$ cat src/hw/rtl/ips_pkg.sv
// Shared types, codes and constants of the incubation phase sequencer.
`default_nettype none

package ips_pkg;

  // Incubator phases.
  typedef enum logic [3:0] {
    PH_IDLE     = 4'd0,
    PH_PREHEAT  = 4'd1,
    PH_INCUBATE = 4'd2,
    PH_LOCKDOWN = 4'd3,
    PH_HATCH    = 4'd4,
    PH_DONE     = 4'd5,
    PH_PAUSED   = 4'd6,
    PH_ERROR    = 4'd7,
    PH_AUTOTUNE = 4'd8
  } phase_t;

  // Command codes carried by each request.
  typedef enum logic [4:0] {
    CMD_START       = 5'd0,
    CMD_INCUBATE    = 5'd1,
    CMD_LOCKDOWN    = 5'd2,
    CMD_HATCH       = 5'd3,
    CMD_DONE        = 5'd4,
    CMD_PAUSE       = 5'd5,
    CMD_RESUME      = 5'd6,
    CMD_ESTOP       = 5'd7,
    CMD_TUNE_START  = 5'd8,
    CMD_TUNE_END    = 5'd9,
    CMD_ERROR       = 5'd10,
    CMD_RECOVER     = 5'd11,
    CMD_RESET       = 5'd12,
    CMD_DAY_CHECK   = 5'd13,
    CMD_PREHEAT     = 5'd14,
    CMD_TEMP_OVR    = 5'd15,
    CMD_HUM_OVR     = 5'd16,
    CMD_CLEAR_OVR   = 5'd17
  } cmd_t;

  // Configuration register indexes.
  localparam logic [2:0] REG_TEMP_SETPOINT    = 3'd0;
  localparam logic [2:0] REG_HUM_SETTER_LO    = 3'd1;
  localparam logic [2:0] REG_HUM_SETTER_HI    = 3'd2;
  localparam logic [2:0] REG_HUM_LOCKDOWN_LO  = 3'd3;
  localparam logic [2:0] REG_HUM_LOCKDOWN_HI  = 3'd4;
  localparam logic [2:0] REG_TURNING_STOP_DAY = 3'd5;
  localparam logic [2:0] REG_TOTAL_DAYS       = 3'd6;

  // Reset values.
  localparam logic [9:0]  RST_TEMP_SETPOINT    = 10'd375;
  localparam logic [6:0]  RST_HUM_SETTER_LO    = 7'd45;
  localparam logic [6:0]  RST_HUM_SETTER_HI    = 7'd55;
  localparam logic [6:0]  RST_HUM_LOCKDOWN_LO  = 7'd65;
  localparam logic [6:0]  RST_HUM_LOCKDOWN_HI  = 7'd75;
  localparam logic [9:0]  RST_TURNING_STOP_DAY = 10'd18;
  localparam logic [9:0]  RST_TOTAL_DAYS       = 10'd21;
  localparam logic [11:0] RST_TEMP_OVR_VAL     = 12'd375;

  // Stability band of the preheat check, tenths of a degree.
  localparam logic signed [12:0] STABLE_BAND = 13'sd5;

  // Configuration register file.
  typedef struct packed {
    logic [9:0] temp_setpoint;
    logic [6:0] hum_setter_lo;
    logic [6:0] hum_setter_hi;
    logic [6:0] hum_lockdown_lo;
    logic [6:0] hum_lockdown_hi;
    logic [9:0] turning_stop_day;
    logic [9:0] total_days;
  } ips_cfg_t;

  // Sequencer state carried from request to request.
  typedef struct packed {
    phase_t      phase;
    phase_t      saved_phase;
    logic        temp_ovr_on;
    logic [11:0] temp_ovr_val;
    logic        hum_ovr_on;
    logic [6:0]  hum_ovr_lo;
    logic [6:0]  hum_ovr_hi;
    logic [31:0] stable_ms;
  } ips_state_t;

  // One registered request.
  typedef struct packed {
    logic [4:0]  command;
    logic [9:0]  day_number;
    logic [11:0] measured_temp;
    logic [11:0] goal_temp;
    logic [15:0] elapsed_ms;
    logic [11:0] override_temp_value;
    logic [6:0]  override_lo_value;
    logic [6:0]  override_hi_value;
  } ips_req_t;

  // One result.
  typedef struct packed {
    logic        accepted;
    logic [3:0]  phase;
    logic        heating_allowed;
    logic        turning_allowed;
    logic [11:0] target_temp;
    logic [6:0]  hum_lo;
    logic [6:0]  hum_hi;
    logic [7:0]  hum_mid_x2;
    logic [31:0] stable_time_ms;
  } ips_res_t;

endpackage

`default_nettype wire

$ cat src/hw/rtl/ips_step.sv
// Guarded phase transition logic for one command.
`default_nettype none

module ips_step (
  input  var ips_pkg::ips_state_t cur,
  input  var ips_pkg::ips_req_t   req,
  input  var ips_pkg::ips_cfg_t   cfg,
  output ips_pkg::ips_state_t     nxt,
  output logic                    ok
);
  import ips_pkg::*;

  logic               day_ge_stop;
  logic               day_ge_hatch;
  logic               day_ge_done;
  logic signed [12:0] temp_err;
  logic               in_band;
  logic [32:0]        stable_sum;
  logic [31:0]        stable_acc;

  // Day comparisons; day >= total - 1 is written as day + 1 >= total.
  assign day_ge_stop  = (req.day_number >= cfg.turning_stop_day);
  assign day_ge_hatch = ({1'b0, req.day_number} + 11'd1) >= {1'b0, cfg.total_days};
  assign day_ge_done  = {2'b00, req.day_number} >= ({2'b00, cfg.total_days} + 12'd2);

  // Preheat stability check and saturating accumulation.
  assign temp_err   = {req.measured_temp[11], req.measured_temp} -
                      {req.goal_temp[11], req.goal_temp};
  assign in_band    = (temp_err >= -STABLE_BAND) && (temp_err <= STABLE_BAND);
  assign stable_sum = {1'b0, cur.stable_ms} + {17'd0, req.elapsed_ms};
  assign stable_acc = stable_sum[32] ? 32'hFFFF_FFFF : stable_sum[31:0];

  // Apply the command's transition when its guard holds.
  always_comb begin
    nxt = cur;
    ok  = 1'b0;
    case (cmd_t'(req.command))
      CMD_START: begin
        if (cur.phase == PH_IDLE) begin
          nxt.phase     = PH_PREHEAT;
          nxt.stable_ms = '0;
          ok            = 1'b1;
        end
      end
      CMD_INCUBATE: begin
        if (cur.phase == PH_PREHEAT) begin
          nxt.phase = PH_INCUBATE;
          ok        = 1'b1;
        end
      end
      CMD_LOCKDOWN: begin
        if (cur.phase == PH_INCUBATE) begin
          nxt.phase = PH_LOCKDOWN;
          ok        = 1'b1;
        end
      end
      CMD_HATCH: begin
        if (cur.phase == PH_LOCKDOWN) begin
          nxt.phase = PH_HATCH;
          ok        = 1'b1;
        end
      end
      CMD_DONE: begin
        if (cur.phase == PH_HATCH) begin
          nxt.phase = PH_DONE;
          ok        = 1'b1;
        end
      end
      CMD_PAUSE: begin
        if (cur.phase == PH_INCUBATE || cur.phase == PH_LOCKDOWN ||
            cur.phase == PH_HATCH) begin
          nxt.saved_phase = cur.phase;
          nxt.phase       = PH_PAUSED;
          ok              = 1'b1;
        end
      end
      CMD_RESUME: begin
        if (cur.phase == PH_PAUSED) begin
          nxt.phase = cur.saved_phase;
          ok        = 1'b1;
        end
      end
      CMD_ESTOP: begin
        nxt.saved_phase = cur.phase;
        nxt.phase       = PH_IDLE;
        ok              = 1'b1;
      end
      CMD_TUNE_START: begin
        if (cur.phase == PH_IDLE) begin
          nxt.phase = PH_AUTOTUNE;
          ok        = 1'b1;
        end
      end
      CMD_TUNE_END: begin
        if (cur.phase == PH_AUTOTUNE) begin
          nxt.phase = PH_IDLE;
          ok        = 1'b1;
        end
      end
      CMD_ERROR: begin
        nxt.saved_phase = cur.phase;
        nxt.phase       = PH_ERROR;
        ok              = 1'b1;
      end
      CMD_RECOVER: begin
        if (cur.phase == PH_ERROR) begin
          nxt.phase = cur.saved_phase;
          ok        = 1'b1;
        end
      end
      CMD_RESET: begin
        nxt.phase       = PH_IDLE;
        nxt.saved_phase = PH_IDLE;
        nxt.stable_ms   = '0;
        nxt.temp_ovr_on = 1'b0;
        nxt.hum_ovr_on  = 1'b0;
        ok              = 1'b1;
      end
      CMD_DAY_CHECK: begin
        if (cur.phase == PH_INCUBATE && day_ge_stop) begin
          nxt.phase = PH_LOCKDOWN;
          ok        = 1'b1;
        end else if (cur.phase == PH_LOCKDOWN && day_ge_hatch) begin
          nxt.phase = PH_HATCH;
          ok        = 1'b1;
        end else if (cur.phase == PH_HATCH && day_ge_done) begin
          nxt.phase = PH_DONE;
          ok        = 1'b1;
        end
      end
      CMD_PREHEAT: begin
        if (cur.phase == PH_PREHEAT) begin
          nxt.stable_ms = in_band ? stable_acc : '0;
          ok            = 1'b1;
        end
      end
      CMD_TEMP_OVR: begin
        nxt.temp_ovr_on  = 1'b1;
        nxt.temp_ovr_val = req.override_temp_value;
        ok               = 1'b1;
      end
      CMD_HUM_OVR: begin
        nxt.hum_ovr_on = 1'b1;
        nxt.hum_ovr_lo = req.override_lo_value;
        nxt.hum_ovr_hi = req.override_hi_value;
        ok             = 1'b1;
      end
      CMD_CLEAR_OVR: begin
        nxt.temp_ovr_on = 1'b0;
        nxt.hum_ovr_on  = 1'b0;
        ok              = 1'b1;
      end
      default: begin
        ok = 1'b0;
      end
    endcase
  end

endmodule

`default_nettype wire

$ cat src/hw/rtl/ips_result.sv
// Result fields derived from the state after a command.
`default_nettype none

module ips_result (
  input  var ips_pkg::ips_state_t st,
  input  var ips_pkg::ips_cfg_t   cfg,
  input  var logic                ok,
  output ips_pkg::ips_res_t       res
);
  import ips_pkg::*;

  logic [6:0] lo;
  logic [6:0] hi;

  // Humidity band: override first, then lockdown presets, then setter presets.
  always_comb begin
    if (st.hum_ovr_on) begin
      lo = st.hum_ovr_lo;
      hi = st.hum_ovr_hi;
    end else if (st.phase == PH_LOCKDOWN || st.phase == PH_HATCH) begin
      lo = cfg.hum_lockdown_lo;
      hi = cfg.hum_lockdown_hi;
    end else begin
      lo = cfg.hum_setter_lo;
      hi = cfg.hum_setter_hi;
    end
  end

  // Assemble the result.
  always_comb begin
    res.accepted        = ok;
    res.phase           = st.phase;
    res.heating_allowed = (st.phase == PH_PREHEAT) || (st.phase == PH_INCUBATE) ||
                          (st.phase == PH_LOCKDOWN) || (st.phase == PH_HATCH) ||
                          (st.phase == PH_PAUSED) || (st.phase == PH_AUTOTUNE);
    res.turning_allowed = (st.phase == PH_INCUBATE);
    res.target_temp     = st.temp_ovr_on ? st.temp_ovr_val : {2'b00, cfg.temp_setpoint};
    res.hum_lo          = lo;
    res.hum_hi          = hi;
    res.hum_mid_x2      = {1'b0, lo} + {1'b0, hi};
    res.stable_time_ms  = st.stable_ms;
  end

endmodule

`default_nettype wire

$ cat src/hw/rtl/incubation_phase_sequencer.sv
// Top level of the incubation phase sequencer: request register, step logic, result register.
// A request passes from the request register to the result register when that one is free.
// One request per cycle unless out_ready stalls; the state update is one pass of short logic.
// The result register lets a new request enter while a finished result waits.
// Reset (synchronous, active high) sets phase idle, clears overrides and stable time,
// empties both registers and restores the configuration presets.
`default_nettype none

module incubation_phase_sequencer (
  input  wire logic                clk,
  input  wire logic                rst,
  // Configuration write port.
  input  wire logic                cfg_wr_en,
  input  wire logic [2:0]          cfg_index,
  input  wire logic [9:0]          cfg_data,
  // Request channel.
  input  wire logic                in_valid,
  output logic                     in_ready,
  input  wire logic [4:0]          command,
  input  wire logic [9:0]          day_number,
  input  wire logic signed [11:0]  measured_temp,
  input  wire logic signed [11:0]  goal_temp,
  input  wire logic [15:0]         elapsed_ms,
  input  wire logic signed [11:0]  override_temp_value,
  input  wire logic [6:0]          override_lo_value,
  input  wire logic [6:0]          override_hi_value,
  // Result channel.
  output logic                     out_valid,
  input  wire logic                out_ready,
  output logic                     accepted,
  output logic [3:0]               phase,
  output logic                     heating_allowed,
  output logic                     turning_allowed,
  output logic signed [11:0]       target_temp_out,
  output logic [6:0]               humidity_lo_out,
  output logic [6:0]               humidity_hi_out,
  output logic [7:0]               humidity_mid_x2,
  output logic [31:0]              stable_time_ms
);
  import ips_pkg::*;

  ips_cfg_t   cfg;
  ips_state_t state;
  ips_state_t state_next;
  ips_req_t   req;
  logic       req_valid;
  logic       step_ok;
  ips_res_t   res_next;
  ips_res_t   res;
  logic       advance;

  // The request register moves into the result register when that one is free.
  assign advance  = req_valid && (!out_valid || out_ready);
  assign in_ready = !req_valid || advance;

  // Configuration registers.
  always_ff @(posedge clk) begin
    if (rst) begin
      cfg.temp_setpoint    <= RST_TEMP_SETPOINT;
      cfg.hum_setter_lo    <= RST_HUM_SETTER_LO;
      cfg.hum_setter_hi    <= RST_HUM_SETTER_HI;
      cfg.hum_lockdown_lo  <= RST_HUM_LOCKDOWN_LO;
      cfg.hum_lockdown_hi  <= RST_HUM_LOCKDOWN_HI;
      cfg.turning_stop_day <= RST_TURNING_STOP_DAY;
      cfg.total_days       <= RST_TOTAL_DAYS;
    end else if (cfg_wr_en) begin
      case (cfg_index)
        REG_TEMP_SETPOINT:    cfg.temp_setpoint    <= cfg_data;
        REG_HUM_SETTER_LO:    cfg.hum_setter_lo    <= cfg_data[6:0];
        REG_HUM_SETTER_HI:    cfg.hum_setter_hi    <= cfg_data[6:0];
        REG_HUM_LOCKDOWN_LO:  cfg.hum_lockdown_lo  <= cfg_data[6:0];
        REG_HUM_LOCKDOWN_HI:  cfg.hum_lockdown_hi  <= cfg_data[6:0];
        REG_TURNING_STOP_DAY: cfg.turning_stop_day <= cfg_data;
        REG_TOTAL_DAYS:       cfg.total_days       <= cfg_data;
        default: begin
        end
      endcase
    end
  end

  // Request register.
  always_ff @(posedge clk) begin
    if (rst) begin
      req_valid <= 1'b0;
    end else if (in_ready) begin
      req_valid <= in_valid;
    end
  end

  always_ff @(posedge clk) begin
    if (in_ready && in_valid) begin
      req.command             <= command;
      req.day_number          <= day_number;
      req.measured_temp       <= measured_temp;
      req.goal_temp           <= goal_temp;
      req.elapsed_ms          <= elapsed_ms;
      req.override_temp_value <= override_temp_value;
      req.override_lo_value   <= override_lo_value;
      req.override_hi_value   <= override_hi_value;
    end
  end

  // Transition logic and result formation.
  ips_step u_step (
    .cur (state),
    .req (req),
    .cfg (cfg),
    .nxt (state_next),
    .ok  (step_ok)
  );

  ips_result u_result (
    .st  (state_next),
    .cfg (cfg),
    .ok  (step_ok),
    .res (res_next)
  );

  // Sequencer state, committed as each request moves on.
  always_ff @(posedge clk) begin
    if (rst) begin
      state.phase        <= PH_IDLE;
      state.saved_phase  <= PH_IDLE;
      state.temp_ovr_on  <= 1'b0;
      state.temp_ovr_val <= RST_TEMP_OVR_VAL;
      state.hum_ovr_on   <= 1'b0;
      state.hum_ovr_lo   <= RST_HUM_SETTER_LO;
      state.hum_ovr_hi   <= RST_HUM_SETTER_HI;
      state.stable_ms    <= '0;
    end else if (advance) begin
      state <= state_next;
    end
  end

  // Result register.
  always_ff @(posedge clk) begin
    if (rst) begin
      out_valid <= 1'b0;
    end else if (advance) begin
      out_valid <= 1'b1;
    end else if (out_ready) begin
      out_valid <= 1'b0;
    end
  end

  always_ff @(posedge clk) begin
    if (advance) begin
      res <= res_next;
    end
  end

  assign accepted        = res.accepted;
  assign phase           = res.phase;
  assign heating_allowed = res.heating_allowed;
  assign turning_allowed = res.turning_allowed;
  assign target_temp_out = res.target_temp;
  assign humidity_lo_out = res.hum_lo;
  assign humidity_hi_out = res.hum_hi;
  assign humidity_mid_x2 = res.hum_mid_x2;
  assign stable_time_ms  = res.stable_time_ms;

  // Turning is only ever allowed in a phase that also allows heating.
  a_turn_implies_heat: assert property (@(posedge clk) disable iff (rst)
    out_valid |-> (!turning_allowed || heating_allowed))
    else $error("turning allowed without heating");

  // The midpoint field is the sum of the reported band limits.
  a_mid_sum: assert property (@(posedge clk) disable iff (rst)
    out_valid |-> (humidity_mid_x2 == ({1'b0, humidity_lo_out} + {1'b0, humidity_hi_out})))
    else $error("humidity midpoint does not match band");

  // A full request register behind a stalled result blocks new requests.
  a_stall_blocks: assert property (@(posedge clk) disable iff (rst)
    (req_valid && out_valid && !out_ready) |-> !in_ready)
    else $error("request taken while pipeline is stalled");

  // State changes only when a request moves into the result register.
  a_state_hold: assert property (@(posedge clk) disable iff (rst)
    !$past(advance) && !$past(rst) |-> $stable(state))
    else $error("state changed without a request");

endmodule

`default_nettype wire

$ cat config.mk
export PLATFORM = sky130hd
export DESIGN_NAME = incubation_phase_sequencer
export DESIGN_NICKNAME = d
export VERILOG_FILES = /design/src/hw/rtl/ips_pkg.sv /design/src/hw/rtl/ips_step.sv /design/src/hw/rtl/ips_result.sv /design/src/hw/rtl/incubation_phase_sequencer.sv
export SDC_FILE = /design/constraint.sdc
export NUM_CORES = 1
export LEC_CHECK = 0
export ABC_AREA = 1
export BUFFER_PORTS_ARGS = -buffer_cell sky130_fd_sc_hd__buf_2
export CORE_AREA = 3 3 245 247
export CTS_CLUSTER_SIZE = 28
export DETAILED_ROUTE_END_ITERATION = 10
export DIE_AREA = 0 0 248 250
export PLACE_DENSITY = 0.47
export SKIP_CTS_REPAIR_TIMING = 1
export SLEW_MARGIN = 20
export SYNTH_ARGS = -nofsm -noshare
export SYNTH_HDL_FRONTEND = slang
export SYNTH_HIERARCHICAL = 1
export SYNTH_SLANG_ARGS = --single-unit
$ cat constraint.sdc
create_clock -name clk -period 6.1 [get_ports clk]
set_input_delay 1.22 -clock clk [delete_from_list [all_inputs] [get_ports clk]]
set_output_delay 1.22 -clock clk [all_outputs]
set_load 0.005 [all_outputs]
==> impl_metrics.ini <==
[floorplanning]
num_io_pins = 174
std_cell_rows = 88
dieArea_mm2 = 0.06200
dieHeight_um = 250
die_w_um = 248
start_util_pct = 29.06
core-area_mm2 = 0.05781

[setup_path]
crit_slowest_cell = fa_1
slowest_delay_ps = 460
cp-startpoint = cfg[1]$_SDFFE_PP0P_
crit_arrival_ps = 5520
required_ps = 6410
crit_type = flip-flop to flip-flop
critPathMostFrequentCell = nand2_1
crit_fanout = 17
reg2reg_from = cfg[1]$_SDFFE_PP0P_
critPathLaunchType = flip-flop
endpoint_kind = flip-flop

[timing]
setup_viol = 0
fin_tns_setup_ps = 0
slew_violations = 0
max_freq_mhz = 192.1
grt_setup_unrepaired = no
layout_min_cycle_time_ps = 5205
finClkSkew_ps = 19.58
max-slew-margin-rel_pct = 28.94
holdWs_ps = 468.8
worst_slew_pin_slew_ps = 1063
fin_crit_sh_pct = 85.33
final_hold_viol_count = 0

[layout]
antennaDiodeCount = 0
area_growth_pct = 14.66
fin_nets = 2463
final_layout_size_suffix_gt1_share_pct = 15.83
fin_util_pct = 33.33

[place]
gp_congestion = 0.8449
portBuffers = 173
place_hpwl_um = 34500

[power]
p_leak_uw = 0.008683
power_uw = 5357
power_density_mw_per_mm2 = 278.1
peakVddDrop_mv = 0.1860

[global_route]
antenna_found_initial = 0
grt_max_degree = 111
grt_pass1_vias = 13550
grt_pass1_wl_um = 75900
grtUsageTotal_pct = 15.36
overflow = 0

[status]
status = complete, no violations

[synth]
yosysUniqueCellTypes = 56
synth_async_sr_flop_share_pct = 0
synth_edf_count = 154
ys_warn_count = 6
seq_area_frac_synth_pct = 42.78
synthTopCellsByCount = 633 x nand2_1, 271 x nor2_1, 224 x inv_1
ys_ff_latch = 282
synth_area_per_cell_um2 = 7.703
yosysMostFrequentCell = nand2_1
synth_top_area_share_pct = 27.52
yosys-top-cells-area = edfxtp_1 28%, dfxtp_1 15%, nand2_1 14%
synthCells = 2181
syn_nets = 2349
synth-main-ff-cell = edfxtp_1
synth_largest_area_cell = edfxtp_1
syn_area_mm2 = 0.01680

[routing]
first_iter_violations = 760
wirelength_met1_um = 23390
drc = 0
routed_wirelength_um = 48180
wl_per_cell_um = 15.60
ant_nets = 0
wl_met3_um = 1898
viasPerCell = 4.608
wl_met2_um = 21970
vias = 14230
topRoutingLayerUsed = met4
firstDrtPassIters = 5

[cts]
root_buffer = clkbuf_16
cts_tree = done
path_clk_slew_ps = 60
cts_buffers = 37
clock_sinks = 282
clk_path_buf_depth = 3
clk_latency_ps = 550
htree_levels = 2

[worst_hold_path]
min-delay-start = cfg[14]$_SDFFE_PP1P_
hp-class = flip-flop to flip-flop

[job]
cap_viol_max_count = 0
[flip-flops by register name, summed over array words and instances (netlist names), 4 cells and up]
signal and cells:
cfg 58, humidity_hi_out 7, humidity_lo_out 7, humidity_mid_x2 8, phase 4, req 81, stable_time_ms 32, state 68
target_temp_out 12
[worst max-delay path: cells and delay by family (launching register included)]
family | cells | cell delay (ps)
AOI/OAI and AO/OA | 3 | 760
DFF | 1 | 450
and+or+nand+nor | 19 | 1960
buffers and inverters | 3 | 400
adders and majority gates | 4 | 1240
xor gates and xnor gates | 1 | 160
[per-stage QoR]
step                setup slack [ps]  area [µm²]  std cells
detailed placement             934.9       18030       3020
finish                         894.7       19260       3089
CTS                            917.1       19240       3088
global route                   227.8       19260       3089
global placement                1018       18030       3020
floorplan                       1765       16800       2181
[cell type report]
class,instances,area [µm²]
clock inverters,11,106.4
multi-input cells,1560,8068
repair buffers,184,968.4
clock buffers,57,1104
inverters,230,873.3
fillers,6127,38540
well taps,765,957.2
flip-flops and latches,282,7188
[path summary, 6_finish.rpt]
check / to / slack, ps / depth (start not counted)
worst max register to register: humidity_mid_x2[4]$_DFFE_PP_ / 890 / 30
worst min-delay path: cfg[14]$_SDFFE_PP1P_ / 470 / 2
worst max-delay path: humidity_mid_x2[4]$_DFFE_PP_ / 890 / 30
worst min register to register: cfg[14]$_SDFFE_PP1P_ / 470 / 2
[layer usage]
| layer | GRT usage [%] | vias up |
|---|---|---|
| met4 | 3.502 | 0 |
| met1 | 21.38 | 6620 |
| li1 | - | 7295 |
| met5 | 0 | - |
| met2 | 24.89 | 255 |
| met3 | 2.536 | 64 |
[layout by cell type, fill, tap and decap left out, types with 44 or more instances in the layout]
cell	count
edfxtp_1	154
nor2_1	271
inv_1	223
ha_1	66
buf_2	173
a21oi_1	44
dfxtp_1	127
o21ai_0	83
nand3_1	173
nand3b_1	60
nand2_1	633
[kinds of logic (layout without fill, tap and decap cells)]
logic type	after synthesis	after routing	share of synthesized area (%)
AO/OA/AOI/OAI	159	159	5.235
buffers and inverters	339	482	9.316
AND/OR/NAND/NOR	1298	1298	35.43
flip-flops	282	282	42.78
XOR/XNOR	23	23	1.244
adder cells (fa/ha/maj)	69	69	5.273
multiplexers	11	11	0.7298
[where the power goes]
| group | switching, µW | internal (µW) | total [µW] |
|---|---|---|---|
| clock network | 861 | 1300 | 2160 |
| logic | 624 | 344 | 969 |
| registers | 79.4 | 2150 | 2230 |
Note: power is estimated with default switching activity, not from simulation.
